## src/hdl/hmd_pkg.sv

```systemverilog
// Shared types, widths and the CORDIC angle constants of the magnetometer heading block.
// The angle table is worked out at elaboration from integer series and depends on nothing else.
package hmd_pkg;

  // Fixed CORDIC geometry.
  localparam int unsigned CORDIC_STEPS = 62;
  localparam int unsigned CORDIC_WIDTH = 63;
  localparam int unsigned ANGLE_WIDTH  = 64;
  // Width of the signed y component while it is normalized; x and the magnitude use one bit less.
  localparam int unsigned NORM_WIDTH   = 61;
  localparam int unsigned NORM_MSB     = NORM_WIDTH - 2;

  typedef logic [ANGLE_WIDTH-1:0] angle_t;

  // One word in flight through the rotation stages.
  typedef struct packed {
    logic                           zero;
    logic signed [CORDIC_WIDTH-1:0] x;
    logic signed [CORDIC_WIDTH-1:0] y;
    angle_t                         z;
  } hmd_vec_t;

  // Restoring unsigned division, used only while constants are elaborated.
  function automatic logic [63:0] udiv64(input logic [63:0] num, input logic [63:0] den);
    logic [64:0] rem;
    logic [63:0] quo;
    rem = '0;
    quo = '0;
    for (int k = 63; k >= 0; k--) begin
      rem = {rem[63:0], num[k]};
      if (rem >= {1'b0, den}) begin
        rem    = rem - {1'b0, den};
        quo[k] = 1'b1;
      end
    end
    return quo;
  endfunction

  // atan(1/n) in Q62 radians by its alternating series.
  function automatic logic [63:0] atan_recip_q62(input logic [63:0] n);
    logic [63:0] p;
    logic [63:0] sum;
    logic [63:0] term;
    p   = udiv64(64'd1 << 62, n);
    sum = '0;
    for (int k = 0; k < 64; k++) begin
      if (p != '0) begin
        term = udiv64(p, 64'(2 * k + 1));
        if ((k & 1) == 0) begin
          sum = sum + term;
        end else begin
          sum = sum - term;
        end
        p = udiv64(udiv64(p, n), n);
      end
    end
    return sum;
  endfunction

  // floor(a * 2^64 / b) for a below b.
  function automatic logic [63:0] frac_div(input logic [63:0] a, input logic [63:0] b);
    logic [63:0] r;
    logic [63:0] q;
    r = a;
    q = '0;
    for (int k = 0; k < 64; k++) begin
      r = r << 1;
      q = q << 1;
      if (r >= b) begin
        r    = r - b;
        q[0] = 1'b1;
      end
    end
    return q;
  endfunction

  // Rotation angle of one step in units of 2^-64 turn.
  function automatic angle_t cordic_angle(input int unsigned step);
    logic [63:0] quarter_pi;
    logic [63:0] a;
    quarter_pi = (atan_recip_q62(64'd5) << 2) - atan_recip_q62(64'd239);
    a          = atan_recip_q62(64'd1 << step);
    if (step == 0) begin
      return angle_t'(64'd1 << 61);
    end
    return angle_t'((frac_div(a, quarter_pi) + 64'd4) >> 3);
  endfunction

endpackage

```

## src/hdl/hmd_cordic_stage.sv

```systemverilog
// One registered vectoring CORDIC micro-rotation of the heading pipeline.
// Depends on hmd_pkg for the word type and the angle constants.
module hmd_cordic_stage #(
  parameter int unsigned STEP = 0
) (
  input  logic             clk_i,
  input  logic             rst_ni,
  input  logic             valid_i,
  input  hmd_pkg::hmd_vec_t vec_i,
  output logic             valid_o,
  output hmd_pkg::hmd_vec_t vec_o
);
  import hmd_pkg::*;

  localparam angle_t ANGLE = cordic_angle(STEP);

  logic signed [CORDIC_WIDTH-1:0] x_in;
  logic signed [CORDIC_WIDTH-1:0] y_in;
  logic signed [CORDIC_WIDTH-1:0] x_sh;
  logic signed [CORDIC_WIDTH-1:0] y_sh;
  hmd_vec_t                       vec_d;
  hmd_vec_t                       vec_q;
  logic                           valid_q;

  assign x_in = vec_i.x;
  assign y_in = vec_i.y;
  assign x_sh = x_in >>> STEP;
  assign y_sh = y_in >>> STEP;

  // Rotate toward the x axis: a positive y turns clockwise, zero or negative y counterclockwise.
  always_comb begin
    vec_d.zero = vec_i.zero;
    if (y_in > 0) begin
      vec_d.x = x_in + y_sh;
      vec_d.y = y_in - x_sh;
      vec_d.z = vec_i.z + ANGLE;
    end else begin
      vec_d.x = x_in - y_sh;
      vec_d.y = y_in + x_sh;
      vec_d.z = vec_i.z - ANGLE;
    end
  end

  // The valid bit travels with the word.
  always_ff @(posedge clk_i or negedge rst_ni) begin
    if (!rst_ni) begin
      valid_q <= 1'b0;
    end else begin
      valid_q <= valid_i;
    end
  end

  always_ff @(posedge clk_i) begin
    if (valid_i) begin
      vec_q <= vec_d;
    end
  end

  assign valid_o = valid_q;
  assign vec_o   = vec_q;

endmodule

```

## config.mk

```make
export PLATFORM = sky130hd
export DESIGN_NAME = hmd_cordic_stage
export DESIGN_NICKNAME = d
export VERILOG_FILES = /design/src/hdl/hmd_pkg.sv /design/src/hdl/hmd_cordic_stage.sv
export SDC_FILE = /design/constraint.sdc
export NUM_CORES = 1
export LEC_CHECK = 0
export BUFFER_PORTS_ARGS = -buffer_cell sky130_fd_sc_hd__buf_2
export CAP_MARGIN = 20
export CORE_UTILIZATION = 57
export CTS_CLUSTER_DIAMETER = 40
export CTS_CLUSTER_SIZE = 28
export DETAILED_ROUTE_END_ITERATION = 12
export MAX_ROUTING_LAYER = met4
export PLACE_DENSITY = 0.83
export SLEW_MARGIN = 20
export SYNTH_ARGS = -nofsm -noshare
export SYNTH_HDL_FRONTEND = slang
export SYNTH_SLANG_ARGS = --single-unit
```

## constraint.sdc

```tcl
create_clock -name clk_i -period 0.8 [get_ports clk_i]
set_input_delay 0.24 -clock clk_i [delete_from_list [all_inputs] [get_ports clk_i]]
set_output_delay 0.24 -clock clk_i [all_outputs]
set_load 0.02 [all_outputs]
```

==> impl_metrics.json, run 1 <==
{
  "cts_hold_buf": 63,
  "row_count": 65,
  "synth_common_cells": "273 x a21oi_1, 202 x ha_1, 194 x inv_1",
  "clock_path_buffers": 2,
  "avgSynthCellArea_sq_um": 8.626,
  "synth_area_sq_um": 18220,
  "haltStage": "clock tree synthesis (4_1_cts)",
  "die_x_microns": 180.8,
  "cts_resized": 533,
  "numCtsBuffers": 17,
  "yosys_warnings": 0,
  "die_y_microns": 180.8,
  "cts.sinks": 191,
  "root_buffer": "clkbuf_16",
  "syn_nets": 2512,
  "synth_async_sr_flop_share_pct": 0.5236,
  "htree_num_levels": 4,
  "ys_top_cells_by_area": "edfxtp_1 31%, ha_1 14%, a21oi_1 7.5%",
  "globalplace.congestion": 1.241,
  "synth_cells": 2112,
  "start_util_pct": 57.89,
  "synth-edff-count": 190,
  "numPortBuffers": 385,
  "yosysTopAreaCellShare_pct": 31.32,
  "synth.most_common_cell": "a21oi_1",
  "yosys_most_used_dff": "edfxtp_1",
  "pin_count": 386,
  "yosys.area.top_type": "edfxtp_1",
  "status": "aborted with a tool error",
  "ys_seq_area_share_pct": 31.45,
  "dpl.hpwl_mm": 72.18,
  "firstError": "[ERROR DPL-0038] Utilization greater than 100%, impossible to legalize",
  "postCtsSetupBuffers": 114,
  "ys_types": 95,
  "ys_ff_latch": 191
}
==> cells by family after synthesis <==
| kind of cell | synth area share [%] |
|---|---|
| DFF | 31.45 |
| buffers and inverters | 6.559 |
| and+or+nand+nor | 14.84 |
| xor gates and xnor gates | 5.913 |
| muxes | 1.374 |
| AOI/OAI and AO/OA | 25.55 |
| adders and majority gates | 14.31 |
==> metrics by stage <==
step	hold WS, ns	instances	cell area (sq um)	TNS [ns]	setup slack, ns
after floorplan	-0.05559	2112	19800	-188.83	-2.064
after global placement	0.01544	3620	27740	-313.41	-2.511
after detailed placement	0.01609	3620	27740	-332.76	-2.627
==> run 2, diff against run 1 <==
--- a/config.mk
+++ b/config.mk
@@ -7,12 +7,9 @@
 export LEC_CHECK = 0
 export BUFFER_PORTS_ARGS = -buffer_cell sky130_fd_sc_hd__buf_2
 export CAP_MARGIN = 20
-export CORE_UTILIZATION = 57
-export CTS_CLUSTER_DIAMETER = 40
-export CTS_CLUSTER_SIZE = 28
+export CORE_UTILIZATION = 40
 export DETAILED_ROUTE_END_ITERATION = 12
-export MAX_ROUTING_LAYER = met4
-export PLACE_DENSITY = 0.83
+export PLACE_DENSITY_LB_ADDON = 0.15
 export SLEW_MARGIN = 20
 export SYNTH_ARGS = -nofsm -noshare
 export SYNTH_HDL_FRONTEND = slang
==> impl_metrics.json, run 2 <==
{
  "crit_type": "input port to flip-flop",
  "setup_viol": 318,
  "cts_tree": "yes",
  "synth_area_sq_um": 18220,
  "worstHoldStart": "vec_i[61]",
  "drtIter0Drc": 2123,
  "ant_nets": 0,
  "hold_viol_final": 0,
  "violations": "negative setup slack",
  "synth-edff-count": 190,
  "slew_headroom_pct": 39.81,
  "clock_path_buffers": 2,
  "antenna_found_initial": 7,
  "grt_overflow": 0,
  "finalWorstSetupSlack_ns": -2.048,
  "synth_common_cells": "273 x a21oi_1, 202 x ha_1, 194 x inv_1",
  "grt_start_max_net_pins": 42,
  "layout-drive-gt1-share_pct": 57.58,
  "grt_pass1_wl_mm": 143.1,
  "dieArea_sq_um": 46400,
  "avgSynthCellArea_sq_um": 8.626,
  "yosys_warnings": 0,
  "track_usage_pct": 40.76,
  "coreArea_sq_um": 44610,
  "path_cells": "buf_12, buf_6, ha_4, buf_6, fa_2, nand3b_1, a21oi_4, nor2_4, nor4_4, a2111oi_4, nor2_1, buf_4, a21oi_4, buf_6, a211o_1, xnor2_1",
  "endpoint_kind": "flip-flop",
  "clk_pin_slew_ns": 0.08,
  "cap_violations": 0,
  "htree_num_levels": 4,
  "mostFrequentLayoutCells": "904 x buf_4, 346 x buf_2, 190 x edfxtp_1",
  "grt_pass1_vias": 23670,
  "dpl.hpwl_mm": 74.20,
  "final_common_cell": "buf_4",
  "crit_required_ns": 1.06,
  "drc": 0,
  "critPathMaxStageDelay_ns": 0.40,
  "ys_seq_area_share_pct": 31.45,
  "via_per_inst": 5.706,
  "min_path_type": "input port to flip-flop",
  "yosys_most_used_dff": "edfxtp_1",
  "dpl_cell_area_sq_um": 28480,
  "root_buffer": "clkbuf_16",
  "crit_buf_inv": 5,
  "row_count": 77,
  "finalCriticalPeriod_ns": 2.848,
  "via_count": 23560,
  "critPathLaunchType": "input port",
  "die_y_microns": 215.4,
  "synth_async_sr_flop_share_pct": 0.5236,
  "max-vdd-ir-drop_mv": 1.913,
  "globalplace.congestion": 1.008,
  "finalCritPeriodShare_pct": 356.0,
  "cts.sinks": 191,
  "start_util_pct": 40.84,
  "fmax_ghz": 0.3511,
  "leakagePower_nw": 15.46,
  "yosysTopAreaCellShare_pct": 31.32,
  "area_growth_pct": 90.37,
  "dr.pass1.iters": 6,
  "ys_top_cells_by_area": "edfxtp_1 31%, ha_1 14%, a21oi_1 7.5%",
  "crit_start": "vec_i[127]",
  "status": "complete, but fails checks",
  "syn_nets": 2512,
  "die_x_microns": 215.4,
  "ys_ff_latch": 191,
  "slowest_stage": "fa_2",
  "rsz0062_at_grt": "yes",
  "design_area_sq_um": 34680,
  "path_common_cell": "buf_6",
  "largest_register_ffs": 190,
  "setup-tns-final_ns": -308.78,
  "numCtsBuffers": 17,
  "worstPathMaxFanout": 4,
  "maxSlewViolCount": 0,
  "yosys.area.top_type": "edfxtp_1",
  "p_per_area_nw_per_um2": 1431,
  "numPortBuffers": 385,
  "nets": 3919,
  "critPathTopFamily": "simple AND/OR/NAND/NOR gates",
  "wl_mm": 98.50,
  "routedWlPerCell_microns": 23.86,
  "cp.arrival_ns": 3.11,
  "ys_types": 95,
  "worstMarginPinSlew_ns": 0.8952,
  "synth.most_common_cell": "a21oi_1",
  "pin_count": 386,
  "synth_cells": 2112
}
## run 2: cell counts after synthesis
Identical to the previous run, type by type.
## run 2: routing by layer
layer	wire (microns)	vias to the layer above	global-route usage, %
li1	-	10540	-
met1	40070	11400	52.85
met2	45870	1330	66.58
met3	8081	278	6.765
met4	4433	6	18.18
met5	38	-	0
## run 2: power by group
group | leakage (nW) | switching (mW) | total, mW | internal (mW)
sequential | 1.87 | 0.579 | 13.5 | 12.9
combinational | 13.3 | 14.6 | 26.9 | 12.3
clock | 0.284 | 4.83 | 9.29 | 4.46
## run 2: cell type report
class / instances / area (sq um)
Antenna cell: 5 / 12.51
Clock buffer: 17 / 425.4
Clock inverter: 14 / 175.2
Fill cell: 2984 / 9923
Inverter: 202 / 863.3
Multi-Input combinational cell: 1624 / 15120
Sequential cell: 191 / 5731
Tap cell: 592 / 740.7
Timing Repair Buffer: 1483 / 11620
## run 2: what timing repair did
item | CTS | global route
pin swaps | 235 | 134
endpoints found under the hold margin | 63 | 0
setup endpoints to repair | 318 | 318
gates cloned | 7 | 1
buffers inserted | 123 | 51
gates resized for setup | 646 | 152
hold buffers | 63 | 0
## run 2: cell families after synthesis
logic type                 Yosys count  synth area share, %
adders and majority gates          206                14.31
and+or+nand+nor                    552                14.84
xor gates and xnor gates           123                5.913
muxes                               25                1.374
DFF                                191                31.45
buffers and inverters              297                6.559
AOI/OAI and AO/OA                  718                25.55
## run 2: metrics by stage
stage / cells / power (mW) / utilization, % / hold WS [ns] / worst slack [ns]
2_1_floorplan: 2112 / 24.24 / - / -0.05559 / -2.064
3_3_place_gp: 3885 / 34.62 / 63.85 / 0.01484 / -3.010
3_5_place_dp: 3885 / 34.79 / 63.85 / 0.01876 / -3.012
4_1_cts: 4086 / 47.64 / 75.43 / 0.002582 / -1.896
5_1_grt: 4127 / 51.23 / 77.75 / 0.03062 / -2.082
6_report: 4128 / 49.64 / 77.75 / 0.02416 / -2.048
## run 2: path summary, 6_finish.rpt
check                        endpoint  slack, ns  cells after the start
worst max-delay path       vec_o[116]      -2.05                     16
worst min-delay path        vec_o[61]       0.02                      2
max in group asynchronous     valid_o       0.66                      2
min in group asynchronous     valid_o       0.04                      2
Note: power is estimated with default switching activity, not from simulation.
==> run 3, diff against run 2 <==
--- a/config.mk
+++ b/config.mk
@@ -5,9 +5,9 @@
 export SDC_FILE = /design/constraint.sdc
 export NUM_CORES = 1
 export LEC_CHECK = 0
-export BUFFER_PORTS_ARGS = -buffer_cell sky130_fd_sc_hd__buf_2
+export BUFFER_PORTS_ARGS = -buffer_cell sky130_fd_sc_hd__buf_4
 export CAP_MARGIN = 20
-export CORE_UTILIZATION = 40
+export CORE_UTILIZATION = 57
 export DETAILED_ROUTE_END_ITERATION = 12
 export PLACE_DENSITY_LB_ADDON = 0.15
 export SLEW_MARGIN = 20
==> impl_metrics.json, run 3 <==
{
  "status": "aborted with a tool error",
  "haltStage": "clock tree synthesis (4_1_cts)",
  "firstError": "[ERROR DPL-0038] Utilization greater than 100%, impossible to legalize",
  "ys_top_cells_by_area": "edfxtp_1 31%, ha_1 14%, a21oi_1 7.5%",
  "ys_seq_area_share_pct": 31.45,
  "synth_area_sq_um": 18220,
  "cts.sinks": 191,
  "yosys_most_used_dff": "edfxtp_1",
  "syn_nets": 2512,
  "root_buffer": "clkbuf_16",
  "cts_hold_buf": 63,
  "postCtsSetupBuffers": 64,
  "clock_path_buffers": 2,
  "htree_num_levels": 4,
  "die_x_microns": 180.8,
  "yosys_warnings": 0,
  "synth-edff-count": 190,
  "pin_count": 386,
  "cts_resized": 364,
  "synth_common_cells": "273 x a21oi_1, 202 x ha_1, 194 x inv_1",
  "die_y_microns": 180.8,
  "synth_async_sr_flop_share_pct": 0.5236,
  "dpl.cell_count": 3647,
  "globalplace.congestion": 1.139,
  "start_util_pct": 57.89,
  "row_count": 65,
  "yosysTopAreaCellShare_pct": 31.32,
  "ys_ff_latch": 191,
  "ys_types": 95,
  "numPortBuffers": 385,
  "synth.most_common_cell": "a21oi_1",
  "avgSynthCellArea_sq_um": 8.626,
  "yosys.area.top_type": "edfxtp_1",
  "numCtsBuffers": 17,
  "synth_cells": 2112,
  "dpl.hpwl_mm": 75.91
}
-- run 3: cell counts after synthesis --
Identical to the previous run, type by type.
-- run 3: kinds of logic after synthesis --
group	Yosys count	synth area share, %
AO/OA/AOI/OAI	718	25.55
buffers and inverters	297	6.559
adder cells (fa/ha/maj)	206	14.31
AND/OR/NAND/NOR	552	14.84
flip-flops	191	31.45
XOR/XNOR	123	5.913
multiplexers	25	1.374
-- run 3: metrics by stage --
stage / hold slack, ns / setup slack [ns] / cell area (sq um)
floorplan: -0.05559 / -2.064 / 19800
global placement: 0.01658 / -2.454 / 28910
detailed placement: 0.02149 / -2.636 / 28910
